File: config.mk
export PLATFORM = sky130hd
export DESIGN_NAME = mjd_to_calendar_date_time_core
export DESIGN_NICKNAME = d
export VERILOG_FILES = /design/src/hw/rtl/mjdcal_pkg.sv /design/src/hw/rtl/mjdcal_front.sv /design/src/hw/rtl/mjdcal_queue.sv /design/src/hw/rtl/mjdcal_back.sv /design/src/hw/rtl/mjd_to_calendar_date_time_core.sv
export SDC_FILE = /design/constraint.sdc
export NUM_CORES = 2
export LEC_CHECK = 0
export ABC_AREA = 1
export BUFFER_PORTS_ARGS = -buffer_cell sky130_fd_sc_hd__buf_2
export CORE_UTILIZATION = 50
export DETAILED_ROUTE_END_ITERATION = 8
export PLACE_DENSITY = 0.68
export SYNTH_ARGS = -nofsm -noshare
export SYNTH_HDL_FRONTEND = slang
export SYNTH_HIERARCHICAL = 1
export SYNTH_SLANG_ARGS = --single-unit
File: constraint.sdc
create_clock -name i_clk -period 23.3 [get_ports i_clk]
set_clock_uncertainty 0.15 [all_clocks]
set_input_delay 3.495 -clock i_clk [delete_from_list [all_inputs] [get_ports i_clk]]
set_output_delay 3.495 -clock i_clk [all_outputs]
set_load 0.1 [all_outputs]
File: src/hw/rtl/mjdcal_pkg.sv
// ----------------------------------------------------------------------------
// mjdcal_pkg: shared types and constants for the MJD to calendar converter
// Item layout between front and back, fixed field widths and the scaled
// integer constants of the date conversion.
// ----------------------------------------------------------------------------
package mjdcal_pkg;

    localparam int unsigned QUEUE_DEPTH_DEF = 4;

    localparam int unsigned MJD_W  = 19;
    localparam int unsigned FRAC_W = 32;
    localparam int unsigned Z_W    = 22;

    // Whole Julian day from MJD, last day of the Julian calendar
    localparam logic [22:0] MJD_OFFSET  = 23'd2400001;
    localparam logic [21:0] JULIAN_LAST = 22'd2299160;

    // alpha = (4Z - ALPHA_BIAS) / ALPHA_DIV
    localparam logic [23:0] ALPHA_BIAS = 24'd7468865;
    localparam logic [17:0] ALPHA_DIV  = 18'd146097;
    localparam logic [10:0] C_OFS      = 11'd1524;
    // D = (20C - D_BIAS) / D_DIV
    localparam logic [11:0] D_BIAS = 12'd2442;
    localparam logic [12:0] D_DIV  = 13'd7305;
    // G = G_MUL*(C-E) / G_DIV
    localparam logic [13:0] G_MUL = 14'd10000;
    localparam logic [18:0] G_DIV = 19'd306001;

    // Reciprocals floor(2^32 / divisor); K4 and K5 fold the leading multiply in
    localparam logic [14:0] C_M1 = 15'((64'd1 << 32) / 64'd146097);
    localparam logic [19:0] C_M2 = 20'((64'd1 << 32) / 64'd7305);
    localparam logic [27:0] C_K4 = 28'(((64'd1 << 32) / 64'd306001) * 64'd10000);
    localparam logic [36:0] C_K5 = 37'(((64'd1 << 32) / 64'd10000) * 64'd306001);

    typedef struct packed {
        logic [Z_W-1:0]    z;
        logic              jul;
        logic [FRAC_W-1:0] frac;
    } t_item;

    typedef struct packed {
        logic full;
        logic empty;
    } t_qstat;

endpackage

File: src/hw/rtl/mjdcal_front.sv
// ----------------------------------------------------------------------------
// mjdcal_front: input stage
// Accepts an item, forms the whole Julian day and flags the Julian-calendar
// branch, then pushes the classified item into the queue.
// ----------------------------------------------------------------------------
module mjdcal_front
    import mjdcal_pkg::*;
(
    input  logic              i_clk,
    input  logic              i_rst_n,
    input  logic              i_valid,
    output logic              o_stall,
    input  logic [MJD_W-1:0]  i_mjd_day,
    input  logic [FRAC_W-1:0] i_day_fraction,
    input  t_qstat            i_qstat,
    output logic              o_push,
    output t_item             o_item
);

    logic        r_vld;
    t_item       r_item;
    logic [22:0] w_z_full;

    assign w_z_full = {{(23 - MJD_W){i_mjd_day[MJD_W-1]}}, i_mjd_day} + MJD_OFFSET;

    assign o_push  = r_vld && !i_qstat.full;
    assign o_stall = r_vld && i_qstat.full;
    assign o_item  = r_item;

    always_ff @(posedge i_clk) begin
        if (!i_rst_n) begin
            r_vld <= 1'b0;
        end else if (!o_stall) begin
            r_vld <= i_valid;
        end
    end

    always_ff @(posedge i_clk) begin
        if (i_valid && !o_stall) begin
            r_item.z    <= w_z_full[Z_W-1:0];
            r_item.jul  <= (w_z_full[Z_W-1:0] <= JULIAN_LAST);
            r_item.frac <= i_day_fraction;
        end
    end

endmodule

File: src/hw/rtl/mjdcal_queue.sv
// ----------------------------------------------------------------------------
// mjdcal_queue: short item queue between front and back
// Register-based FIFO with wrap pointers and an occupancy count.
// ----------------------------------------------------------------------------
module mjdcal_queue
    import mjdcal_pkg::*;
#(
    parameter int unsigned DEPTH = QUEUE_DEPTH_DEF
)
(
    input  logic   i_clk,
    input  logic   i_rst_n,
    input  logic   i_push,
    input  t_item  i_item,
    input  logic   i_pop,
    output t_qstat o_qstat,
    output t_item  o_item
);

    localparam int unsigned PTR_W = (DEPTH > 1) ? $clog2(DEPTH) : 1;
    localparam int unsigned CNT_W = $clog2(DEPTH + 1);

    t_item            r_mem [DEPTH];
    logic [PTR_W-1:0] r_wr_ptr;
    logic [PTR_W-1:0] r_rd_ptr;
    logic [CNT_W-1:0] r_count;

    assign o_qstat.full  = (r_count == CNT_W'(DEPTH));
    assign o_qstat.empty = (r_count == '0);
    assign o_item        = r_mem[r_rd_ptr];

    always_ff @(posedge i_clk) begin
        if (!i_rst_n) begin
            r_wr_ptr <= '0;
            r_rd_ptr <= '0;
            r_count  <= '0;
        end else begin
            if (i_push) begin
                r_wr_ptr <= (r_wr_ptr == PTR_W'(DEPTH - 1)) ? '0 : r_wr_ptr + 1'b1;
            end
            if (i_pop) begin
                r_rd_ptr <= (r_rd_ptr == PTR_W'(DEPTH - 1)) ? '0 : r_rd_ptr + 1'b1;
            end
            if (i_push && !i_pop) begin
                r_count <= r_count + 1'b1;
            end else if (i_pop && !i_push) begin
                r_count <= r_count - 1'b1;
            end
        end
    end

    always_ff @(posedge i_clk) begin
        if (i_push) begin
            r_mem[r_wr_ptr] <= i_item;
        end
    end

    a_no_overflow: assert property (@(posedge i_clk) disable iff (!i_rst_n)
        !(i_push && o_qstat.full))
        else $error("queue push while full");

    a_no_underflow: assert property (@(posedge i_clk) disable iff (!i_rst_n)
        !(i_pop && o_qstat.empty))
        else $error("queue pop while empty");

    a_count_bound: assert property (@(posedge i_clk) disable iff (!i_rst_n)
        r_count <= CNT_W'(DEPTH))
        else $error("queue count beyond depth");

endmodule

File: src/hw/rtl/mjdcal_back.sv
// ----------------------------------------------------------------------------
// mjdcal_back: date and time-of-day pipeline
// Nine stages. Each constant division is a reciprocal multiply in one stage
// and a single compare-and-correct step in the next. The time of day is split
// by multiplies by 24, 60 and 60 alongside. The last stage is the output.
// ----------------------------------------------------------------------------
module mjdcal_back
    import mjdcal_pkg::*;
(
    input  logic        i_clk,
    input  logic        i_rst_n,
    input  t_qstat      i_qstat,
    input  t_item       i_item,
    output logic        o_pop,
    output logic        o_valid,
    input  logic        i_stall,
    output logic [11:0] o_year,
    output logic [3:0]  o_month,
    output logic [4:0]  o_day,
    output logic [4:0]  o_hour,
    output logic [5:0]  o_minute,
    output logic [5:0]  o_second,
    output logic [31:0] o_second_fraction
);

    localparam int unsigned NSTG = 9;

    typedef struct packed {
        logic [4:0]  hr;
        logic [5:0]  mn;
        logic [5:0]  sc;
        logic [31:0] sf;
    } t_tod;

    logic [NSTG-1:0] r_vld;
    logic            w_en;

    // stage A
    logic [21:0] r_a_z;
    logic        r_a_jul;
    logic [21:0] r_a_n1;
    logic [4:0]  r_a_qa;
    logic [36:0] r_a_t24;
    // stage B
    logic [21:0] r_b_c;
    logic [4:0]  r_b_hr;
    logic [37:0] r_b_tm;
    // stage C
    logic [21:0] r_c_c;
    logic [25:0] r_c_n2;
    logic [12:0] r_c_qd;
    logic [4:0]  r_c_hr;
    logic [5:0]  r_c_mn;
    logic [37:0] r_c_ts;
    // stage D
    logic [21:0] r_d_c;
    logic [12:0] r_d_d;
    t_tod        r_d_tod;
    // stage E
    logic [8:0]  r_e_ce;
    logic [12:0] r_e_d;
    t_tod        r_e_tod;
    // stage F
    logic [8:0]  r_f_ce;
    logic [12:0] r_f_d;
    logic [3:0]  r_f_qg;
    logic [22:0] r_f_n4;
    t_tod        r_f_tod;
    // stage G
    logic [8:0]  r_g_ce;
    logic [12:0] r_g_d;
    logic [3:0]  r_g_g;
    t_tod        r_g_tod;
    // stage H
    logic [8:0]  r_h_ce;
    logic [12:0] r_h_d;
    logic [3:0]  r_h_g;
    logic [8:0]  r_h_qm;
    logic [22:0] r_h_m5;
    t_tod        r_h_tod;
    // output stage
    logic [11:0] r_o_year;
    logic [3:0]  r_o_month;
    logic [4:0]  r_o_day;
    t_tod        r_o_tod;

    logic [23:0] w_n1_full;
    logic [21:0] w_n1;
    logic [36:0] w_pa;
    logic [36:0] w_t24;
    logic [21:0] w_ra;
    logic [4:0]  w_alpha;
    logic [21:0] w_b;
    logic [37:0] w_tm;
    logic [25:0] w_n2;
    logic [45:0] w_pd;
    logic [37:0] w_ts;
    logic [25:0] w_rd;
    logic [23:0] w_e_prod;
    logic [21:0] w_ce_full;
    logic [36:0] w_pg;
    logic [22:0] w_n4;
    logic [22:0] w_rg;
    logic [40:0] w_pm;
    logic [22:0] w_m5;
    logic [22:0] w_rm;
    logic [8:0]  w_q5;
    logic [8:0]  w_dom;
    logic [3:0]  w_mon;
    logic [12:0] w_yr;

    // hold the whole pipe while a result waits on a stalled output
    assign w_en    = !(r_vld[NSTG-1] && i_stall);
    assign o_pop   = w_en && !i_qstat.empty;
    assign o_valid = r_vld[NSTG-1];

    always_comb begin
        // stage A: alpha estimate, hours
        w_n1_full = {i_item.z, 2'b00} - ALPHA_BIAS;
        w_n1      = i_item.jul ? '0 : w_n1_full[21:0];
        w_pa      = 37'(w_n1) * 37'(C_M1);
        w_t24     = 37'(i_item.frac) * 37'd24;
        // stage B: correct alpha, form C
        w_ra      = r_a_n1 - 22'(23'(r_a_qa) * 23'(ALPHA_DIV));
        w_alpha   = r_a_qa + 5'(w_ra >= 22'(ALPHA_DIV));
        w_b       = r_a_jul ? r_a_z
                            : r_a_z + 22'd1 + 22'(w_alpha) - 22'(w_alpha[4:2]);
        w_tm      = 38'(r_a_t24[31:0]) * 38'd60;
        // stage C: D estimate
        w_n2      = 26'(r_b_c) * 26'd20 - 26'(D_BIAS);
        w_pd      = 46'(w_n2) * 46'(C_M2);
        w_ts      = 38'(r_b_tm[31:0]) * 38'd60;
        // stage D: correct D
        w_rd      = r_c_n2 - 26'(r_c_qd) * 26'(D_DIV);
        // stage E: E and C - E
        w_e_prod  = 24'(r_d_d) * 24'd1461;
        w_ce_full = r_d_c - w_e_prod[23:2];
        // stage F: G estimate
        w_pg      = 37'(r_e_ce) * 37'(C_K4);
        w_n4      = 23'(r_e_ce) * 23'(G_MUL);
        // stage G: correct G
        w_rg      = r_f_n4 - 23'(r_f_qg) * 23'(G_DIV);
        // stage H: month-length estimate
        w_pm      = 41'(r_g_g) * C_K5;
        w_m5      = 23'(r_g_g) * 23'(G_DIV);
        // output stage: correct, day, month, year
        w_rm      = r_h_m5 - 23'(r_h_qm) * 23'(G_MUL);
        w_q5      = r_h_qm + 9'(w_rm >= 23'(G_MUL));
        w_dom     = r_h_ce - w_q5;
        w_mon     = (r_h_g < 4'd13) ? r_h_g - 4'd1 : r_h_g - 4'd13;
        w_yr      = (w_mon > 4'd2) ? r_h_d - 13'd4716 : r_h_d - 13'd4715;
    end

    always_ff @(posedge i_clk) begin
        if (!i_rst_n) begin
            r_vld <= '0;
        end else if (w_en) begin
            r_vld <= {r_vld[NSTG-2:0], o_pop};
        end
    end

    always_ff @(posedge i_clk) begin
        if (w_en) begin
            r_a_z      <= i_item.z;
            r_a_jul    <= i_item.jul;
            r_a_n1     <= w_n1;
            r_a_qa     <= w_pa[36:32];
            r_a_t24    <= w_t24;

            r_b_c      <= w_b + 22'(C_OFS);
            r_b_hr     <= r_a_t24[36:32];
            r_b_tm     <= w_tm;

            r_c_c      <= r_b_c;
            r_c_n2     <= w_n2;
            r_c_qd     <= w_pd[44:32];
            r_c_hr     <= r_b_hr;
            r_c_mn     <= r_b_tm[37:32];
            r_c_ts     <= w_ts;

            r_d_c      <= r_c_c;
            r_d_d      <= r_c_qd + 13'(w_rd >= 26'(D_DIV));
            r_d_tod.hr <= r_c_hr;
            r_d_tod.mn <= r_c_mn;
            r_d_tod.sc <= r_c_ts[37:32];
            r_d_tod.sf <= r_c_ts[31:0];

            r_e_ce     <= w_ce_full[8:0];
            r_e_d      <= r_d_d;
            r_e_tod    <= r_d_tod;

            r_f_ce     <= r_e_ce;
            r_f_d      <= r_e_d;
            r_f_qg     <= w_pg[35:32];
            r_f_n4     <= w_n4;
            r_f_tod    <= r_e_tod;

            r_g_ce     <= r_f_ce;
            r_g_d      <= r_f_d;
            r_g_g      <= r_f_qg + 4'(w_rg >= 23'(G_DIV));
            r_g_tod    <= r_f_tod;

            r_h_ce     <= r_g_ce;
            r_h_d      <= r_g_d;
            r_h_g      <= r_g_g;
            r_h_qm     <= w_pm[40:32];
            r_h_m5     <= w_m5;
            r_h_tod    <= r_g_tod;

            r_o_year   <= w_yr[11:0];
            r_o_month  <= w_mon;
            r_o_day    <= w_dom[4:0];
            r_o_tod    <= r_h_tod;
        end
    end

    assign o_year            = r_o_year;
    assign o_month           = r_o_month;
    assign o_day             = r_o_day;
    assign o_hour            = r_o_tod.hr;
    assign o_minute          = r_o_tod.mn;
    assign o_second          = r_o_tod.sc;
    assign o_second_fraction = r_o_tod.sf;

    // a reciprocal estimate is never more than one short
    a_alpha_corr: assert property (@(posedge i_clk) disable iff (!i_rst_n)
        r_vld[0] && !r_a_jul |-> w_ra < 22'({ALPHA_DIV, 1'b0}))
        else $error("alpha estimate off by more than one");

    a_d_corr: assert property (@(posedge i_clk) disable iff (!i_rst_n)
        r_vld[2] |-> w_rd < 26'({D_DIV, 1'b0}))
        else $error("D estimate off by more than one");

    a_g_corr: assert property (@(posedge i_clk) disable iff (!i_rst_n)
        r_vld[5] |-> w_rg < 23'({G_DIV, 1'b0}))
        else $error("G estimate off by more than one");

endmodule

File: src/hw/rtl/mjd_to_calendar_date_time_core.sv
// ----------------------------------------------------------------------------
// mjd_to_calendar_date_time_core: MJD to calendar date and time of day
// Path: input stage register, item queue, then the nine back stages to the output.
// Throughput: one item per cycle unless stalled; the nine-stage back pipeline
// and input stage each take an item every cycle, decoupled by the item queue.
// Reset: synchronous, active low; clears the valid flags and queue pointers.
// ----------------------------------------------------------------------------
module mjd_to_calendar_date_time_core
    import mjdcal_pkg::*;
#(
    parameter int unsigned QUEUE_DEPTH = QUEUE_DEPTH_DEF
)
(
    input  logic              i_clk,
    input  logic              i_rst_n,
    input  logic              i_valid,
    output logic              o_stall,
    input  logic [MJD_W-1:0]  i_mjd_day,
    input  logic [FRAC_W-1:0] i_day_fraction,
    output logic              o_valid,
    input  logic              i_stall,
    output logic [11:0]       o_year,
    output logic [3:0]        o_month,
    output logic [4:0]        o_day,
    output logic [4:0]        o_hour,
    output logic [5:0]        o_minute,
    output logic [5:0]        o_second,
    output logic [31:0]       o_second_fraction
);

    t_qstat w_qstat;
    t_item  w_push_item;
    t_item  w_head_item;
    logic   w_push;
    logic   w_pop;

    mjdcal_front u_front (
        .i_clk          (i_clk),
        .i_rst_n        (i_rst_n),
        .i_valid        (i_valid),
        .o_stall        (o_stall),
        .i_mjd_day      (i_mjd_day),
        .i_day_fraction (i_day_fraction),
        .i_qstat        (w_qstat),
        .o_push         (w_push),
        .o_item         (w_push_item)
    );

    mjdcal_queue #(
        .DEPTH (QUEUE_DEPTH)
    ) u_queue (
        .i_clk   (i_clk),
        .i_rst_n (i_rst_n),
        .i_push  (w_push),
        .i_item  (w_push_item),
        .i_pop   (w_pop),
        .o_qstat (w_qstat),
        .o_item  (w_head_item)
    );

    mjdcal_back u_back (
        .i_clk             (i_clk),
        .i_rst_n           (i_rst_n),
        .i_qstat           (w_qstat),
        .i_item            (w_head_item),
        .o_pop             (w_pop),
        .o_valid           (o_valid),
        .i_stall           (i_stall),
        .o_year            (o_year),
        .o_month           (o_month),
        .o_day             (o_day),
        .o_hour            (o_hour),
        .o_minute          (o_minute),
        .o_second          (o_second),
        .o_second_fraction (o_second_fraction)
    );

endmodule

After elaboration in Yosys (flattened, before gate mapping)
Memory sizes are Yosys's and may differ from the RTL's. A register that Yosys moved wholly into a read port is not among the register bits.
Cells that the tools add are included.
- register bits: 736
- bits in writable memories: 220
- input bits: 55
- output and inout bits: 72
- logic and storage cells: 143
- memories: 1
- memories (name ; depth ; bits a word ; rd ports ; clocked after Yosys merged registers in ; wr ports ; RTL line ; source):
    u_queue.r_mem ; 4 ; 55 ; 1 ; 1 ; 1 ; mjdcal_queue.sv:23 ; t_item r_mem [DEPTH];
- add/sub/neg operators: 25
- $mul: 15
- order comparisons: 7
- eq/ne operators: 3
- mux-type cells: 12
- reductions and logical operators: 15
- operators by type and width (operator ; count):
    $mul 4x19->23 const B ; 2
    $sub 23x23->23 ; 2
    $mux 22 ; 2
    $mul 26x18->43 const B ; 1
    $mul 4x34->38 const B ; 1
    $mul 9x10->19 const B ; 2
    $mul 22x14->36 const B ; 1
    $mul 32x2->34 const B ; 1
    $mul 29x4->33 const B ; 1
    $mul 9x24->32 const B ; 1
    $mul 27x4->31 const B ; 1
    $ge 26x13->1 const B ; 1
    $mul 13x13->26 const B ; 1
    $sub 26x12->26 const B ; 1
    $sub 26x26->26 ; 1
    $mul 22x3->24 const B ; 1
    $sub 12x10->12 const B ; 2
    $ge 23x14->1 const B ; 1
    $ge 23x19->1 const B ; 1
    $add 22x1->22 const B ; 1
    $add 22x11->22 const B ; 1
    $add 22x22->22 const B ; 1
    $add 22x5->22 ; 1
    $ge 22x18->1 const B ; 1
    29 further kinds ; 48

Depth between registers and ports, before layout
- depth after elaboration: 8
- gate-level depth with buffers: 49
- depth with buffers taken out: 49

By module
The synthesis kept the hierarchy.
- modules (own cells, without submodules) (module ; times used ; cells each ; area an instance (sq um) ; seq. area each (sq um)):
    mjdcal_back ; 1 ; 6507 ; 63525.9 ; 19698.9
    mjdcal_queue ; 1 ; 591 ; 8609.5 ; 6786.5
    mjdcal_front ; 1 ; 230 ; 2457.4 ; 1641.6

Least setup slack after synthesis
No wires, ideal clock.
- path kind: input -> register
- start: input port i_stall
- end: register u_queue.r_count[1]
- library setup time: 116 ps
- arrival: 23335 ps
- required time: 23034 ps
- slack: -300 ps
- stages on the path: 9
- buffers on the path: 0
- path through: nand2_1 clkinv_1 nor2_1 inv_1 ha_1 inv_1 fa_1 o21ai_0 nor2_1
- longest elaborated chain between the ends: 6
- elaborated cells between the ends (all ways): 8
- classes of those cells: mux: 1; reduce/logical: 7
- RTL lines (item ; RTL line ; source):
    start: declaration ; mjd_to_calendar_date_time_core.sv:21 ; input logic i_stall,
    $logic_and 1x1->1 (*) ; mjdcal_back.sv:113 ; assign w_en = !(r_vld[NSTG-1] && i_stall);
    $logic_not 1->1 (*) ; mjdcal_back.sv:113 ;
    $logic_and 1x1->1 (*) ; mjdcal_back.sv:114 ; assign o_pop = w_en && !i_qstat.empty;
    via w_pop ; mjd_to_calendar_date_time_core.sv:35 ; logic w_pop;
    $logic_not 1->1 ; mjdcal_queue.sv:44 ; if (i_push && !i_pop) begin
    $logic_and 1x1->1 ; mjdcal_queue.sv:44 ;
    $mux 3 / $reduce_bool 2->1 (equally long branches) ; - ;
    end signal: assignment ; mjdcal_queue.sv:45 ; r_count <= r_count + 1'b1;
    end signal: assignment ; mjdcal_queue.sv:47 ; r_count <= r_count - 1'b1;
    end: declaration ; mjdcal_queue.sv:26 ; logic [CNT_W-1:0] r_count;
Mark *: on every way through the listed nets, which the timed path passes. The rest lies on a longest branch.
A chain may end at the register's enable or synchronous reset.

==> results.json <==
{
  "syn_area_um2": 74600,
  "clk_latency_ps": 750,
  "finalCriticalPeriod_ps": 9250,
  "gp_congestion": 0.949,
  "arrival_ps": 9550,
  "dp_slack_ps": 14140,
  "die_w_um": 388,
  "setup_tns_ps": 0,
  "h-tree-depth": 3,
  "dpl_cell_area_um2": 77600,
  "fin_ws_ps": 14050,
  "cap_viol_max_count": 0,
  "synth_cell_types": 69,
  "area_growth_pct": 8.41,
  "port_buffers": 119,
  "final_cells": 9548,
  "fin_crit_sh_pct": 39.7,
  "grt_max_degree": 187,
  "grtUsageTotal_pct": 21.9,
  "cts-buffers-inserted": 100,
  "rows": 141,
  "tritoncts": "built",
  "wirelength_um": 164000,
  "yosys-top-cells-count": "1326 x inv_1, 1088 x nand2_1, 982 x ha_1",
  "synth.largest_area_cell": "edfxtp_1",
  "cts_buffer_depth": 3,
  "ys_ff_latch": 943,
  "slew_viol_final": 0,
  "antenna_cells": 0,
  "place_inst": 9365,
  "report.final.hold_viol_count": 0,
  "crit_slowest_cell": "nor3_2",
  "relSlewSlack_pct": 21.1,
  "post-dp-hpwl_um": 132000,
  "viasPerCell": 5.25,
  "vias": 50138,
  "fill_cells": 12910,
  "path_max_fanout": 80,
  "worstHoldPathType": "flip-flop to flip-flop",
  "path_clk_slew_ps": 70,
  "worstSetupStartpointType": "flip-flop",
  "synth-seq-area-share_pct": 37.7,
  "tightest_slew_ps": 1180,
  "netlist.area_leader.share_pct": 37.2,
  "die_h_um": 388,
  "drive_gt1_share_pct": 5.19,
  "gr-total-overflow": 0,
  "root_buffer": "clkbuf_16",
  "path_common_cell": "nor2_1",
  "first_pass_iters": 8,
  "drtIter0Drc": 3034,
  "grt_pass1_wl_um": 264000,
  "finalSetupViolations": 0,
  "cp.required_ps": 23610,
  "synth.area.top_cells": "edfxtp_1 37%, ha_1 16%, fa_1 16%",
  "cts_sinks": 943,
  "ys.flop_type": "edfxtp_1",
  "coreArea_um2": 148000,
  "antenna_left": 0,
  "boundaryPins": 127,
  "die-area_um2": 151000,
  "route.detailed.wl_per_inst_um": 17.1,
  "crit_type": "flip-flop to flip-flop",
  "start_util_pct": 50.5,
  "cpPeakStageDelay_ps": 970,
  "grt_pass1_vias": 50944,
  "yosysMostFrequentCell": "inv_1",
  "postCtsSetupRepairBufs": 0,
  "cts_resized": 0,
  "yosysWarnings": 6,
  "ff2ff_setup_slack_ps": 14050,
  "antenna_found_initial": 6,
  "synthArstFlopShare_pct": 0,
  "rsz0062_at_grt": "no",
  "cts_hold_buf": 0,
  "status": "finished, final reports clean",
  "syn_inst": 7328,
  "fmax_ghz": 0.108,
  "num-nets-final": 9155,
  "endpoint_kind": "flip-flop",
  "final_area_um2": 80900,
  "avgSynthCellArea_um2": 10.2,
  "drcViolationCount": 0,
  "synth_edf_count": 924
}
[worst max-delay path, delay by kind of cell, from the launching register on]
family / cells / cell delay (ps)
buffers and inverters: 5 / 1460
AO/OA/AOI/OAI: 3 / 970
AND/OR/NAND/NOR: 13 / 2460
XOR/XNOR: 1 / 100
flip-flops: 1 / 490
adder cells (fa/ha/maj): 7 / 3300
[layout by cell type (no fill, tap or decap), types with 11 or more instances in the layout]
cell type | synthesis | routed
o21ai_0 | 279 | 279
nand3b_1 | 11 | 11
o211ai_1 | 23 | 23
inv_6 | 0 | 13
nand2_1 | 1088 | 1087
inv_1 | 1326 | 1322
a21oi_1 | 413 | 413
nand3_1 | 263 | 263
nand2_2 | 21 | 21
ha_1 | 982 | 982
o21ai_1 | 48 | 48
xor2_1 | 198 | 198
nand4_1 | 88 | 88
nor4_1 | 15 | 15
clkinv_1 | 1 | 19
buf_2 | 7 | 119
dfxtp_1 | 19 | 18
buf_4 | 9 | 34
a21o_1 | 22 | 22
o21a_1 | 17 | 17
edfxtp_1 | 924 | 924
clkbuf_16 | 0 | 100
o21bai_1 | 24 | 24
xnor2_1 | 109 | 109
fa_1 | 581 | 581
nor3_1 | 77 | 73
clkinv_2 | 0 | 11
or2_2 | 18 | 18
a21boi_0 | 16 | 16
clkbuf_1 | 23 | 16
o22ai_1 | 56 | 56
a31oi_1 | 20 | 20
nor2_1 | 538 | 537
[flip-flops by register name (all words and copies together) (netlist names), 12 cells and up, named ones only]
signal                    count
u_back/r_c_n2                24
u_back/r_d_tod               42
u_back/r_c_ts                31
u_back/r_f_tod               42
u_back/r_b_tm                33
u_front/o_item               54
u_queue/r_mem               220
u_back/r_h_d                 12
u_back/o_year                12
u_back/r_b_c                 22
u_back/r_f_n4                15
u_back/r_a_t24               34
u_back/r_g_tod               42
u_back/r_h_tod               42
u_back/r_g_d                 12
u_back/r_e_tod               42
u_back/r_a_z                 22
u_back/r_c_qd                13
u_back/r_d_d                 12
u_back/r_h_m5                18
u_back/r_e_d                 12
u_back/r_f_d                 12
u_back/o_second_fraction     25
u_back/r_a_n1                21
[layout make-up]
class                   instances  area [µm²]  area share, %
clock buffers                 116        2560           3.17
inverters                    1332        5000           6.18
multi-input cells            5006       41200           50.9
repair buffers                154         871           1.08
clock inverters                67         694          0.859
well taps                    1930        2410           2.99
flip-flops and latches        943       28100           34.8
[per-layer routing]
metal	share of wire (%)	wire length [µm]	vias to the layer above	GRT usage, %
met5	0	0	-	0
met4	3.0	4880	0	7.16
met3	4.0	6620	219	2.49
met2	49	80500	1042	38.3
met1	44	71600	24054	28.4
li1	-	-	24823	-
[path summary, 6_finish.rpt]
check | startpoint | end | cells after the start
max | flip-flop | u_back/r_a_qa[4] | 29
min reg2reg | u_back/r_g_tod[28] | u_back/r_h_tod[28] | 0
max reg2reg | flip-flop | u_back/r_a_qa[4] | 29
min | u_back/r_g_tod[28] | u_back/r_h_tod[28] | 0
[per-stage QoR]
step	utilization, %	hold slack (ps)
after floorplan	-	250
after global placement	52.5	251
after detailed placement	52.5	255
final	54.7	254
after global routing	54.7	270
after CTS	54.7	255
[cell families after synthesis]
kind of cell | after synthesis | share of synthesized area, %
simple gates | 2165 | 12.3
xor+xnor | 310 | 3.67
buf+inv | 1385 | 7.16
flops | 943 | 37.7
fa+ha+maj | 1563 | 32.1
compound gates | 959 | 7.10
other cells | 3 | 0.0151
Power is left out: the tool's default activity adds up to more than one toggle a clock period on the data nets, which glitch-free logic cannot reach.
